File: src/jlbl_pkg.sv
`timescale 1ns / 1ps
// ----------------------------------------------------------------------------
// jlbl_pkg
// Shared types, constants and helpers of the joint limit braking limiter.
// ----------------------------------------------------------------------------
package jlbl_pkg;

	localparam int unsigned WORD_W    = 32;
	localparam int unsigned MODE_W    = 2;
	localparam int unsigned CFG_IDX_W = 2;
	localparam int unsigned IN_DATA_W = 3 * WORD_W;
	localparam int unsigned SQRT_STEPS = WORD_W;
	localparam int unsigned SQRT_CNT_W = $clog2(SQRT_STEPS);

	localparam logic [MODE_W-1:0] MODE_VELOCITY = 2'd1;

	localparam logic [WORD_W-1:0] SPEED_COEFF_RST = 32'd65536;
	localparam logic signed [WORD_W-1:0] INT_MAX = 32'sh7fff_ffff;
	localparam logic signed [WORD_W-1:0] INT_MIN = 32'sh8000_0000;

	typedef enum logic [CFG_IDX_W-1:0] {
		REG_LOWER_LIMIT    = 2'd0,
		REG_UPPER_LIMIT    = 2'd1,
		REG_DISTANCE_COEFF = 2'd2,
		REG_SPEED_COEFF    = 2'd3
	} cfg_reg_t;

	typedef enum logic [1:0] {
		MUL_SQUARE = 2'd0,
		MUL_LO     = 2'd1,
		MUL_HI     = 2'd2,
		MUL_BRAKE  = 2'd3
	} mul_sel_t;

	typedef struct packed {
		logic     load_in;
		logic     mul_en;
		mul_sel_t mul_sel;
		logic     dist_en;
		logic     thr_en;
		logic     decide_en;
		logic     sqrt_step;
		logic     round_en;
		logic     out_load;
	} jlbl_cmd_t;

	typedef struct packed {
		logic velocity;
		logic update;
		logic need_sqrt;
		logic sqrt_done;
		logic out_free;
	} jlbl_status_t;

	// saturate a 33-bit signed sum to 32 bits
	function automatic logic signed [WORD_W-1:0] sat33(input logic signed [WORD_W:0] s);
		logic signed [WORD_W-1:0] r;
		if (s[WORD_W] != s[WORD_W-1]) begin
			r = s[WORD_W] ? INT_MIN : INT_MAX;
		end else begin
			r = s[WORD_W-1:0];
		end
		return r;
	endfunction

endpackage

File: src/jlbl_ctrl.sv
`timescale 1ns / 1ps
// ----------------------------------------------------------------------------
// jlbl_ctrl
// Sequencer of the limiter: steps the datapath through threshold update,
// decision, braking speed product and square root.
// ----------------------------------------------------------------------------
module jlbl_ctrl (
	input  logic                  clk,
	input  logic                  arst_n,
	input  logic                  s_tvalid,
	output logic                  s_tready,
	input  jlbl_pkg::jlbl_status_t status,
	output jlbl_pkg::jlbl_cmd_t    cmd
);

	typedef enum logic [11:0] {
		ST_IDLE    = 12'b0000_0000_0001,
		ST_CHECK   = 12'b0000_0000_0010,
		ST_SQUARE  = 12'b0000_0000_0100,
		ST_MUL_LO  = 12'b0000_0000_1000,
		ST_MUL_HI  = 12'b0000_0001_0000,
		ST_DIST    = 12'b0000_0010_0000,
		ST_THRESH  = 12'b0000_0100_0000,
		ST_DECIDE  = 12'b0000_1000_0000,
		ST_BRK_MUL = 12'b0001_0000_0000,
		ST_SQRT    = 12'b0010_0000_0000,
		ST_ROUND   = 12'b0100_0000_0000,
		ST_OUT     = 12'b1000_0000_0000
	} state_t;

	state_t state_q;
	state_t state_nxt;

	assign s_tready = (state_q == ST_IDLE);

	always_comb begin
		state_nxt     = state_q;
		cmd           = '0;
		cmd.mul_sel   = jlbl_pkg::MUL_SQUARE;
		case (state_q)
			ST_IDLE: begin
				if (s_tvalid) begin
					cmd.load_in = 1'b1;
					state_nxt   = ST_CHECK;
				end
			end
			ST_CHECK: begin
				if (!status.velocity) begin
					state_nxt = ST_OUT;
				end else if (status.update) begin
					state_nxt = ST_SQUARE;
				end else begin
					state_nxt = ST_DECIDE;
				end
			end
			ST_SQUARE: begin
				cmd.mul_en  = 1'b1;
				cmd.mul_sel = jlbl_pkg::MUL_SQUARE;
				state_nxt   = ST_MUL_LO;
			end
			ST_MUL_LO: begin
				cmd.mul_en  = 1'b1;
				cmd.mul_sel = jlbl_pkg::MUL_LO;
				state_nxt   = ST_MUL_HI;
			end
			ST_MUL_HI: begin
				cmd.mul_en  = 1'b1;
				cmd.mul_sel = jlbl_pkg::MUL_HI;
				state_nxt   = ST_DIST;
			end
			ST_DIST: begin
				cmd.dist_en = 1'b1;
				state_nxt   = ST_THRESH;
			end
			ST_THRESH: begin
				cmd.thr_en = 1'b1;
				state_nxt  = ST_DECIDE;
			end
			ST_DECIDE: begin
				cmd.decide_en = 1'b1;
				state_nxt     = status.need_sqrt ? ST_BRK_MUL : ST_OUT;
			end
			ST_BRK_MUL: begin
				cmd.mul_en  = 1'b1;
				cmd.mul_sel = jlbl_pkg::MUL_BRAKE;
				state_nxt   = ST_SQRT;
			end
			ST_SQRT: begin
				cmd.sqrt_step = 1'b1;
				if (status.sqrt_done) begin
					state_nxt = ST_ROUND;
				end
			end
			ST_ROUND: begin
				cmd.round_en = 1'b1;
				state_nxt    = ST_OUT;
			end
			ST_OUT: begin
				if (status.out_free) begin
					cmd.out_load = 1'b1;
					state_nxt    = ST_IDLE;
				end
			end
			default: begin
				state_nxt = ST_IDLE;
			end
		endcase
	end

	always_ff @(posedge clk or negedge arst_n) begin
		if (!arst_n) begin
			state_q <= ST_IDLE;
		end else begin
			state_q <= state_nxt;
		end
	end

endmodule

File: src/jlbl_dp.sv
`timescale 1ns / 1ps
// ----------------------------------------------------------------------------
// jlbl_dp
// Datapath of the limiter: configuration registers, shared 32x32 multiplier,
// threshold state, decision logic, bit-pair square root and output register.
// ----------------------------------------------------------------------------
module jlbl_dp (
	input  logic                                    clk,
	input  logic                                    arst_n,
	input  logic                                    cfg_valid,
	input  logic [jlbl_pkg::CFG_IDX_W-1:0]          cfg_index,
	input  logic [jlbl_pkg::WORD_W-1:0]             cfg_data,
	input  logic [jlbl_pkg::IN_DATA_W-1:0]          s_tdata,
	input  logic [jlbl_pkg::MODE_W-1:0]             s_tuser,
	output logic [jlbl_pkg::WORD_W-1:0]             m_tdata,
	output logic                                    m_tuser,
	output logic                                    m_tvalid,
	input  logic                                    m_tready,
	input  jlbl_pkg::jlbl_cmd_t                     cmd,
	output jlbl_pkg::jlbl_status_t                  status
);

	localparam int unsigned W = jlbl_pkg::WORD_W;

	// configuration
	logic signed [W-1:0] lower_limit_q;
	logic signed [W-1:0] upper_limit_q;
	logic [W-1:0]        distance_coeff_q;
	logic [W-1:0]        speed_coeff_q;

	// item
	logic signed [W-1:0]            pos_q;
	logic signed [W-1:0]            cmd_q;
	logic [W-1:0]                   mag_q;
	logic [jlbl_pkg::MODE_W-1:0]    mode_q;

	// state
	logic                braking_active_q;
	logic signed [W-1:0] lower_thr_q;
	logic signed [W-1:0] upper_thr_q;

	// working registers
	logic [2*W-1:0] sq_q;
	logic [2*W-1:0] p0_q;
	logic [2*W-1:0] p1_q;
	logic [W-2:0]   dist_q;
	logic [W-1:0]   d_q;
	logic           neg_q;
	logic [2*W-1:0] rad_q;
	logic [W+1:0]   rem_q;
	logic [W-1:0]   root_q;
	logic [jlbl_pkg::SQRT_CNT_W-1:0] cnt_q;
	logic signed [W-1:0] drive_q;
	logic                brk_q;
	logic                m_valid_q;

	// multiplier
	logic [W-1:0]   mul_a;
	logic [W-1:0]   mul_b;
	logic [2*W-1:0] prod;

	always_comb begin
		case (cmd.mul_sel)
			jlbl_pkg::MUL_SQUARE: begin
				mul_a = mag_q;
				mul_b = mag_q;
			end
			jlbl_pkg::MUL_LO: begin
				mul_a = sq_q[W-1:0];
				mul_b = distance_coeff_q;
			end
			jlbl_pkg::MUL_HI: begin
				mul_a = sq_q[2*W-1:W];
				mul_b = distance_coeff_q;
			end
			jlbl_pkg::MUL_BRAKE: begin
				mul_a = d_q;
				mul_b = speed_coeff_q;
			end
			default: begin
				mul_a = '0;
				mul_b = '0;
			end
		endcase
	end

	assign prod = (2*W)'(mul_a) * (2*W)'(mul_b);

	// braking distance, saturated to the positive signed range
	logic [3*W-1:0] dist_sum;
	logic [W-2:0]   dist_nxt;

	assign dist_sum = {{W{1'b0}}, p0_q} + {p1_q, {W{1'b0}}};
	assign dist_nxt = (|dist_sum[3*W-1:W+W/2-1]) ? {(W-1){1'b1}} :
		dist_sum[W+W/2-2:W/2];

	// thresholds
	logic signed [W:0] lt_sum;
	logic signed [W:0] ut_sum;

	assign lt_sum = {lower_limit_q[W-1], lower_limit_q} + {2'b00, dist_q};
	assign ut_sum = {upper_limit_q[W-1], upper_limit_q} - {2'b00, dist_q};

	// decision
	logic cmd_pos;
	logic cmd_neg;
	logic below_thr;
	logic above_thr;
	logic brake_cond;
	logic outside;
	logic brake_zero;

	assign cmd_neg    = cmd_q[W-1];
	assign cmd_pos    = !cmd_q[W-1] && (cmd_q != '0);
	assign below_thr  = pos_q < lower_thr_q;
	assign above_thr  = pos_q > upper_thr_q;
	assign brake_cond = (below_thr && !cmd_pos) || (above_thr && !cmd_neg);
	assign outside    = (pos_q <= lower_limit_q) || (pos_q >= upper_limit_q);
	assign brake_zero = outside || (!below_thr && !above_thr);

	// square root step
	logic [W+3:0] sq_r2;
	logic [W+3:0] sq_trial;
	logic [W+3:0] sq_diff;

	assign sq_r2    = {rem_q, rad_q[2*W-1:2*W-2]};
	assign sq_trial = {2'b00, root_q, 2'b01};
	assign sq_diff  = sq_r2 - sq_trial;

	// rounding
	logic [W:0]     round_sum;
	logic [W-8:0]   round_v;
	logic [W-1:0]   round_ext;

	assign round_sum = {1'b0, root_q} + (W+1)'(128);
	assign round_v   = round_sum[W:8];
	assign round_ext = {7'b0, round_v};

	assign status.velocity  = (mode_q == jlbl_pkg::MODE_VELOCITY);
	assign status.update    = !braking_active_q;
	assign status.need_sqrt = brake_cond && !brake_zero;
	assign status.sqrt_done = (cnt_q == jlbl_pkg::SQRT_CNT_W'(jlbl_pkg::SQRT_STEPS - 1));
	assign status.out_free  = !m_valid_q || m_tready;

	// control state
	always_ff @(posedge clk or negedge arst_n) begin
		if (!arst_n) begin
			lower_limit_q    <= '0;
			upper_limit_q    <= '0;
			distance_coeff_q <= '0;
			speed_coeff_q    <= jlbl_pkg::SPEED_COEFF_RST;
			braking_active_q <= 1'b0;
			lower_thr_q      <= '0;
			upper_thr_q      <= '0;
			m_valid_q        <= 1'b0;
		end else begin
			if (cfg_valid) begin
				case (cfg_index)
					jlbl_pkg::REG_LOWER_LIMIT:    lower_limit_q    <= cfg_data;
					jlbl_pkg::REG_UPPER_LIMIT:    upper_limit_q    <= cfg_data;
					jlbl_pkg::REG_DISTANCE_COEFF: distance_coeff_q <= cfg_data;
					jlbl_pkg::REG_SPEED_COEFF:    speed_coeff_q    <= cfg_data;
					default: begin
					end
				endcase
			end
			if (cmd.thr_en) begin
				lower_thr_q <= jlbl_pkg::sat33(lt_sum);
				upper_thr_q <= jlbl_pkg::sat33(ut_sum);
			end
			if (cmd.decide_en) begin
				braking_active_q <= brake_cond;
			end
			if (cmd.out_load) begin
				m_valid_q <= 1'b1;
			end else if (m_tready) begin
				m_valid_q <= 1'b0;
			end
		end
	end

	// payload
	always_ff @(posedge clk) begin
		if (cmd.load_in) begin
			pos_q   <= s_tdata[W-1:0];
			cmd_q   <= s_tdata[3*W-1:2*W];
			mode_q  <= s_tuser;
			mag_q   <= s_tdata[2*W-1] ? (W'(0) - s_tdata[2*W-1:W]) : s_tdata[2*W-1:W];
			drive_q <= s_tdata[3*W-1:2*W];
			brk_q   <= 1'b0;
		end
		if (cmd.mul_en) begin
			case (cmd.mul_sel)
				jlbl_pkg::MUL_SQUARE: sq_q <= prod;
				jlbl_pkg::MUL_LO:     p0_q <= prod;
				jlbl_pkg::MUL_HI:     p1_q <= prod;
				jlbl_pkg::MUL_BRAKE: begin
					rad_q  <= prod;
					rem_q  <= '0;
					root_q <= '0;
					cnt_q  <= '0;
				end
				default: begin
				end
			endcase
		end
		if (cmd.dist_en) begin
			dist_q <= dist_nxt;
		end
		if (cmd.decide_en) begin
			if (brake_cond) begin
				brk_q   <= 1'b1;
				drive_q <= '0;
			end
			neg_q <= below_thr;
			d_q   <= below_thr ? W'(pos_q - lower_limit_q) : W'(upper_limit_q - pos_q);
		end
		if (cmd.sqrt_step) begin
			rad_q <= {rad_q[2*W-3:0], 2'b00};
			cnt_q <= cnt_q + 1'b1;
			if (!sq_diff[W+3]) begin
				rem_q  <= sq_diff[W+1:0];
				root_q <= {root_q[W-2:0], 1'b1};
			end else begin
				rem_q  <= sq_r2[W+1:0];
				root_q <= {root_q[W-2:0], 1'b0};
			end
		end
		if (cmd.round_en) begin
			drive_q <= neg_q ? (W'(0) - round_ext) : round_ext;
		end
		if (cmd.out_load) begin
			m_tdata <= drive_q;
			m_tuser <= brk_q;
		end
	end

	assign m_tvalid = m_valid_q;

endmodule

File: src/joint_limit_braking_limiter.sv
`timescale 1ns / 1ps
// Non-velocity items go from the check state straight to the output register. Velocity
// items recompute the thresholds while braking is inactive, then decide, and when a braking
// speed is needed run the 32-step square root (one result bit per cycle) and rounding.
// One item at a time: the next is taken once the result is in the output register.
// reset: arst_n clears limits, distance coefficient, thresholds and braking flag,
// speed coefficient returns to 1.0 in q16.16
// ----------------------------------------------------------------------------
// joint_limit_braking_limiter
// Replaces a velocity command by a braking speed near the joint limits.
// ----------------------------------------------------------------------------
module joint_limit_braking_limiter (
	input  logic                               clk,
	input  logic                               arst_n,
	input  logic                               cfg_valid,
	output logic                               cfg_ready,
	input  logic [jlbl_pkg::CFG_IDX_W-1:0]     cfg_index,
	input  logic [jlbl_pkg::WORD_W-1:0]        cfg_data,
	input  logic                               s_tvalid,
	output logic                               s_tready,
	input  logic [jlbl_pkg::IN_DATA_W-1:0]     s_tdata,  // actual_position, actual_speed, command_value
	input  logic [jlbl_pkg::MODE_W-1:0]        s_tuser,  // mode
	output logic                               m_tvalid,
	input  logic                               m_tready,
	output logic [jlbl_pkg::WORD_W-1:0]        m_tdata,  // drive_value
	output logic                               m_tuser   // braking
);

	jlbl_pkg::jlbl_cmd_t    cmd;
	jlbl_pkg::jlbl_status_t status;
	logic                   cfg_write;

	assign cfg_ready = 1'b1;
	assign cfg_write = cfg_valid & cfg_ready;

	jlbl_ctrl u_ctrl (
		.clk      (clk),
		.arst_n   (arst_n),
		.s_tvalid (s_tvalid),
		.s_tready (s_tready),
		.status   (status),
		.cmd      (cmd)
	);

	jlbl_dp u_dp (
		.clk       (clk),
		.arst_n    (arst_n),
		.cfg_valid (cfg_write),
		.cfg_index (cfg_index),
		.cfg_data  (cfg_data),
		.s_tdata   (s_tdata),
		.s_tuser   (s_tuser),
		.m_tdata   (m_tdata),
		.m_tuser   (m_tuser),
		.m_tvalid  (m_tvalid),
		.m_tready  (m_tready),
		.cmd       (cmd),
		.status    (status)
	);

endmodule

File: config.mk
export PLATFORM = sky130hd
export DESIGN_NAME = joint_limit_braking_limiter
export DESIGN_NICKNAME = d
export VERILOG_FILES = /design/src/jlbl_pkg.sv /design/src/jlbl_ctrl.sv /design/src/jlbl_dp.sv /design/src/joint_limit_braking_limiter.sv
export SDC_FILE = /design/constraint.sdc
export NUM_CORES = 2
export LEC_CHECK = 0
export ABC_AREA = 1
export BUFFER_PORTS_ARGS = -buffer_cell sky130_fd_sc_hd__buf_2
export CORE_UTILIZATION = 48
export DETAILED_ROUTE_END_ITERATION = 8
export SLEW_MARGIN = 10
export SYNTH_ARGS = -nofsm -noshare
export SYNTH_HDL_FRONTEND = slang
export SYNTH_SLANG_ARGS = --single-unit
File: constraint.sdc
create_clock -name clk -period 28.1 [get_ports clk]
set_input_delay 1.405 -clock clk [delete_from_list [all_inputs] [get_ports clk]]
set_output_delay 1.405 -clock clk [all_outputs]
set_load 0.1 [all_outputs]
==> metrics.yaml <==
io_pins: 173
fin_setup_tns_ps: 0
yosys.area_share.adder_pct: 31.7
firstDrtPassIters: 7
core-area_sq_um: 161000
clk_latency_ps: 740
num-nets-final: 11044
die_w_um: 404
via_per_inst: 5.62
cp-end-kind: "flop"
cp.depth: 41
fmax_mhz: 78.1
min_path_type: "flop to flop"
drt_iter0_markers: 7328
cts.sinks: 745
worst_ep_required_time_ps: 28670
fin_worst_skew_ps: 58.5
rows: 147
drt-wirelength-per-cell_um: 25.4
grt_usage_pct: 36.6
dieArea_sq_um: 163000
syn_area_sq_um: 77700
ant_nets: 0
yosysWarnings: 0
slew-limit-headroom_pct: 12.9
path_class: "flop to flop"
initial_utilization_pct: 48.4
drc: 0
critPathMaxStageDelay_ps: 1120
die_y_um: 404
hold_viol_final: 0
gp_congestion: 1.05
vias: 65851
cts_buffers: 86
synth_top_family_by_area: "adder cells"
synth_mux_area_share_pct: 0.477
cts_buffer_depth: 3
syn-num-nets: 10940
crit_buf_inv: 13
ff2ff_path_depth: 41
r2r_start: "u_ctrl.state_q[11]$_DFFE_PN0P_"
critPathTopFamily: "adder cells"
cp-start-kind: "flop"
avgSynthCellArea_sq_um: 8.28
async_flop_share_pct: 27.7
critPathLaunch: "u_ctrl.state_q[11]$_DFFE_PN0P_"
cp-endpoint: "u_dp.rad_q[52]$_DFFE_PP_"
synthSimpleGateAreaFrac_pct: 19.5
synth-compound-area-share_pct: 8.38
synth_ff_type: "edfxtp_1"
finalMaxSlewViolations: 0
rsz0062_at_grt: "no"
grt_pass1_vias: 64598
crit_arrival_ps: 13370
grt_pass1_wl_mm: 435
fin_util_pct: 52.6
synth.distinct_cells: 69
drive_gt1_share_pct: 6.58
htreeDepth: 3
synth_top_area_share_pct: 23.2
grt_max_degree: 89
final.period_utilization_pct: 45.5
drt_wl_total_mm: 298
synthTopCellsByArea: "fa_1, edfxtp_1, nand2_1"
slowest_stage: "clkinv_1"
cp_common_cell: "inv_1"
syn_inst: 9375
dpl.hpwl_mm: 242
min_period_ps: 12800
drv_cap: 0
seq_area_frac_synth_pct: 27.0
tightest_slew_ps: 1300
syn_to_final_growth_pct: 8.66
setup_viol: 0
crit_fanout: 46
cts_root_buf: "clkbuf_16"
antenna_found_initial: 12
ys_ff_latch: 745
numPortBuffers: 171
outcome: "complete, no violations"
rr_endpoint: "u_dp.rad_q[52]$_DFFE_PP_"
postCtsSetupBuffers: 0
synth_edf_count: 504
path_clk_slew_ps: 60
ctsResizeCount: 0
hold_buffers: 0
yosysTopAreaCell: "fa_1"
reg2reg_slack_ps: 15300
synth_xor_area_share_pct: 2.89
grt_remaining_overflow: 0
nFillCells: 15482
cts_tree: "yes"
[Yosys cell counts (64+ instances only)]
master    number
a21oi_1      384
inv_1       1726
nor2_1      1125
nor3_1        92
xor2_1       145
fa_1         901
a31oi_1       95
clkbuf_1     222
dfrtp_1      204
nand3_1      265
a22o_1        64
nand4_1       76
o21ai_0      428
ha_1         527
edfxtp_1     504
nand2_1     2006
xnor2_1      111
[area by class of cell]
class                   count  area (sq um)  share of cell area (%)
flip-flops and latches    745         21000                    24.9
clock inverters            45           499                   0.592
clock buffers             117          2440                    2.90
multi-input cells        6579         49300                    58.4
repair buffers            298          1820                    2.16
diodes                     13          32.5                  0.0385
inverters                1769          6640                    7.87
well taps                2160          2700                    3.20
[cells in the final DEF (no fill, tap or decap), drive strengths merged, types with 13 or more instances in the layout]
cell type | netlist | final
clkinv | 25 | 59
clkbuf | 223 | 118
edfxtp | 504 | 504
o211ai | 14 | 14
mux2 | 32 | 32
buf | 59 | 297
a21oi | 385 | 385
nor4 | 29 | 29
ha | 527 | 527
nor2 | 1154 | 1154
o21ai | 440 | 440
o21bai | 39 | 39
inv | 1744 | 1750
nand4 | 77 | 77
a21o | 37 | 37
nand3b | 21 | 21
o21a | 24 | 24
xor2 | 145 | 145
a21boi | 13 | 13
diode | 0 | 13
fa | 901 | 901
a31oi | 95 | 95
xnor2 | 111 | 111
nand3 | 272 | 272
dfxtp | 35 | 35
a22o | 64 | 64
dfrtp | 204 | 204
nand2 | 2041 | 2041
nor3 | 99 | 99
[through the flow]
step                hold slack (ps)  std cells  setup slack (ps)  cell area [sq um]
global route                    432      11713             14690              84400
global placement                408      11550             15850              81400
CTS                             427      11713             15580              84400
finish                          425      11726             15300              84400
detailed placement              414      11551             15700              81400
floorplan                       402       9375             19170              77700
[kinds of logic (layout without fill, tap and decap cells)]
| group | after synthesis | count (layout) |
|---|---|---|
| AND/OR/NAND/NOR | 3720 | 3720 |
| buffers and inverters | 2051 | 2229 |
| adder cells (fa/ha/maj) | 1428 | 1428 |
| AO/OA/AOI/OAI | 1141 | 1141 |
| flip-flops | 745 | 745 |
| XOR/XNOR | 256 | 256 |
| multiplexers | 33 | 33 |
| other | 1 | 14 |
[sequential cells by signal, summed over array words and instances, names as in the netlist, 34 cells and up]
register / flops
u_dp.p1_q: 64
u_dp.rad_q: 64
u_dp.sq_q: 64
u_dp.p0_q: 48
u_dp.rem_q: 34
[worst min path at each step]
stage / start / to / slack [ps] / depth (start not counted)
2_1_floorplan: u_dp.brk_q$_DFF_P_ / u_dp.m_tuser$_DFFE_PP_ / 400 / 0
3_3_place_gp: u_dp.drive_q[24]$_DFF_P_ / u_dp.m_tdata[24]$_DFFE_PP_ / 410 / 0
3_5_place_dp: u_dp.drive_q[4]$_DFF_P_ / u_dp.m_tdata[4]$_DFFE_PP_ / 410 / 0
4_1_cts: u_dp.drive_q[4]$_DFF_P_ / u_dp.m_tdata[4]$_DFFE_PP_ / 430 / 0
5_1_grt: u_dp.drive_q[20]$_DFF_P_ / u_dp.m_tdata[20]$_DFFE_PP_ / 430 / 0
6_report: u_dp.drive_q[21]$_DFF_P_ / u_dp.m_tdata[21]$_DFFE_PP_ / 420 / 0
[worst register-to-register path, delay by kind of cell, from the launching register on]
family | cells | cell delay, ps
xor+xnor | 1 | 660
simple gates | 12 | 2470
flops | 1 | 400
fa+ha+maj | 10 | 4590
compound gates | 5 | 1950
buf+inv | 13 | 2550
[metal layers]
layer | vias to the layer above | track usage (%) | part of all wire, %
li1 | 29612 | - | -
met1 | 32681 | 52.9 | 43
met2 | 3051 | 54.0 | 43
met3 | 507 | 8.47 | 10
met4 | 0 | 11.7 | 3.7
met5 | - | 0 | 0
Power is left out: the tool's default activity adds up to more than one toggle a clock period on the data nets, which glitch-free logic cannot reach.
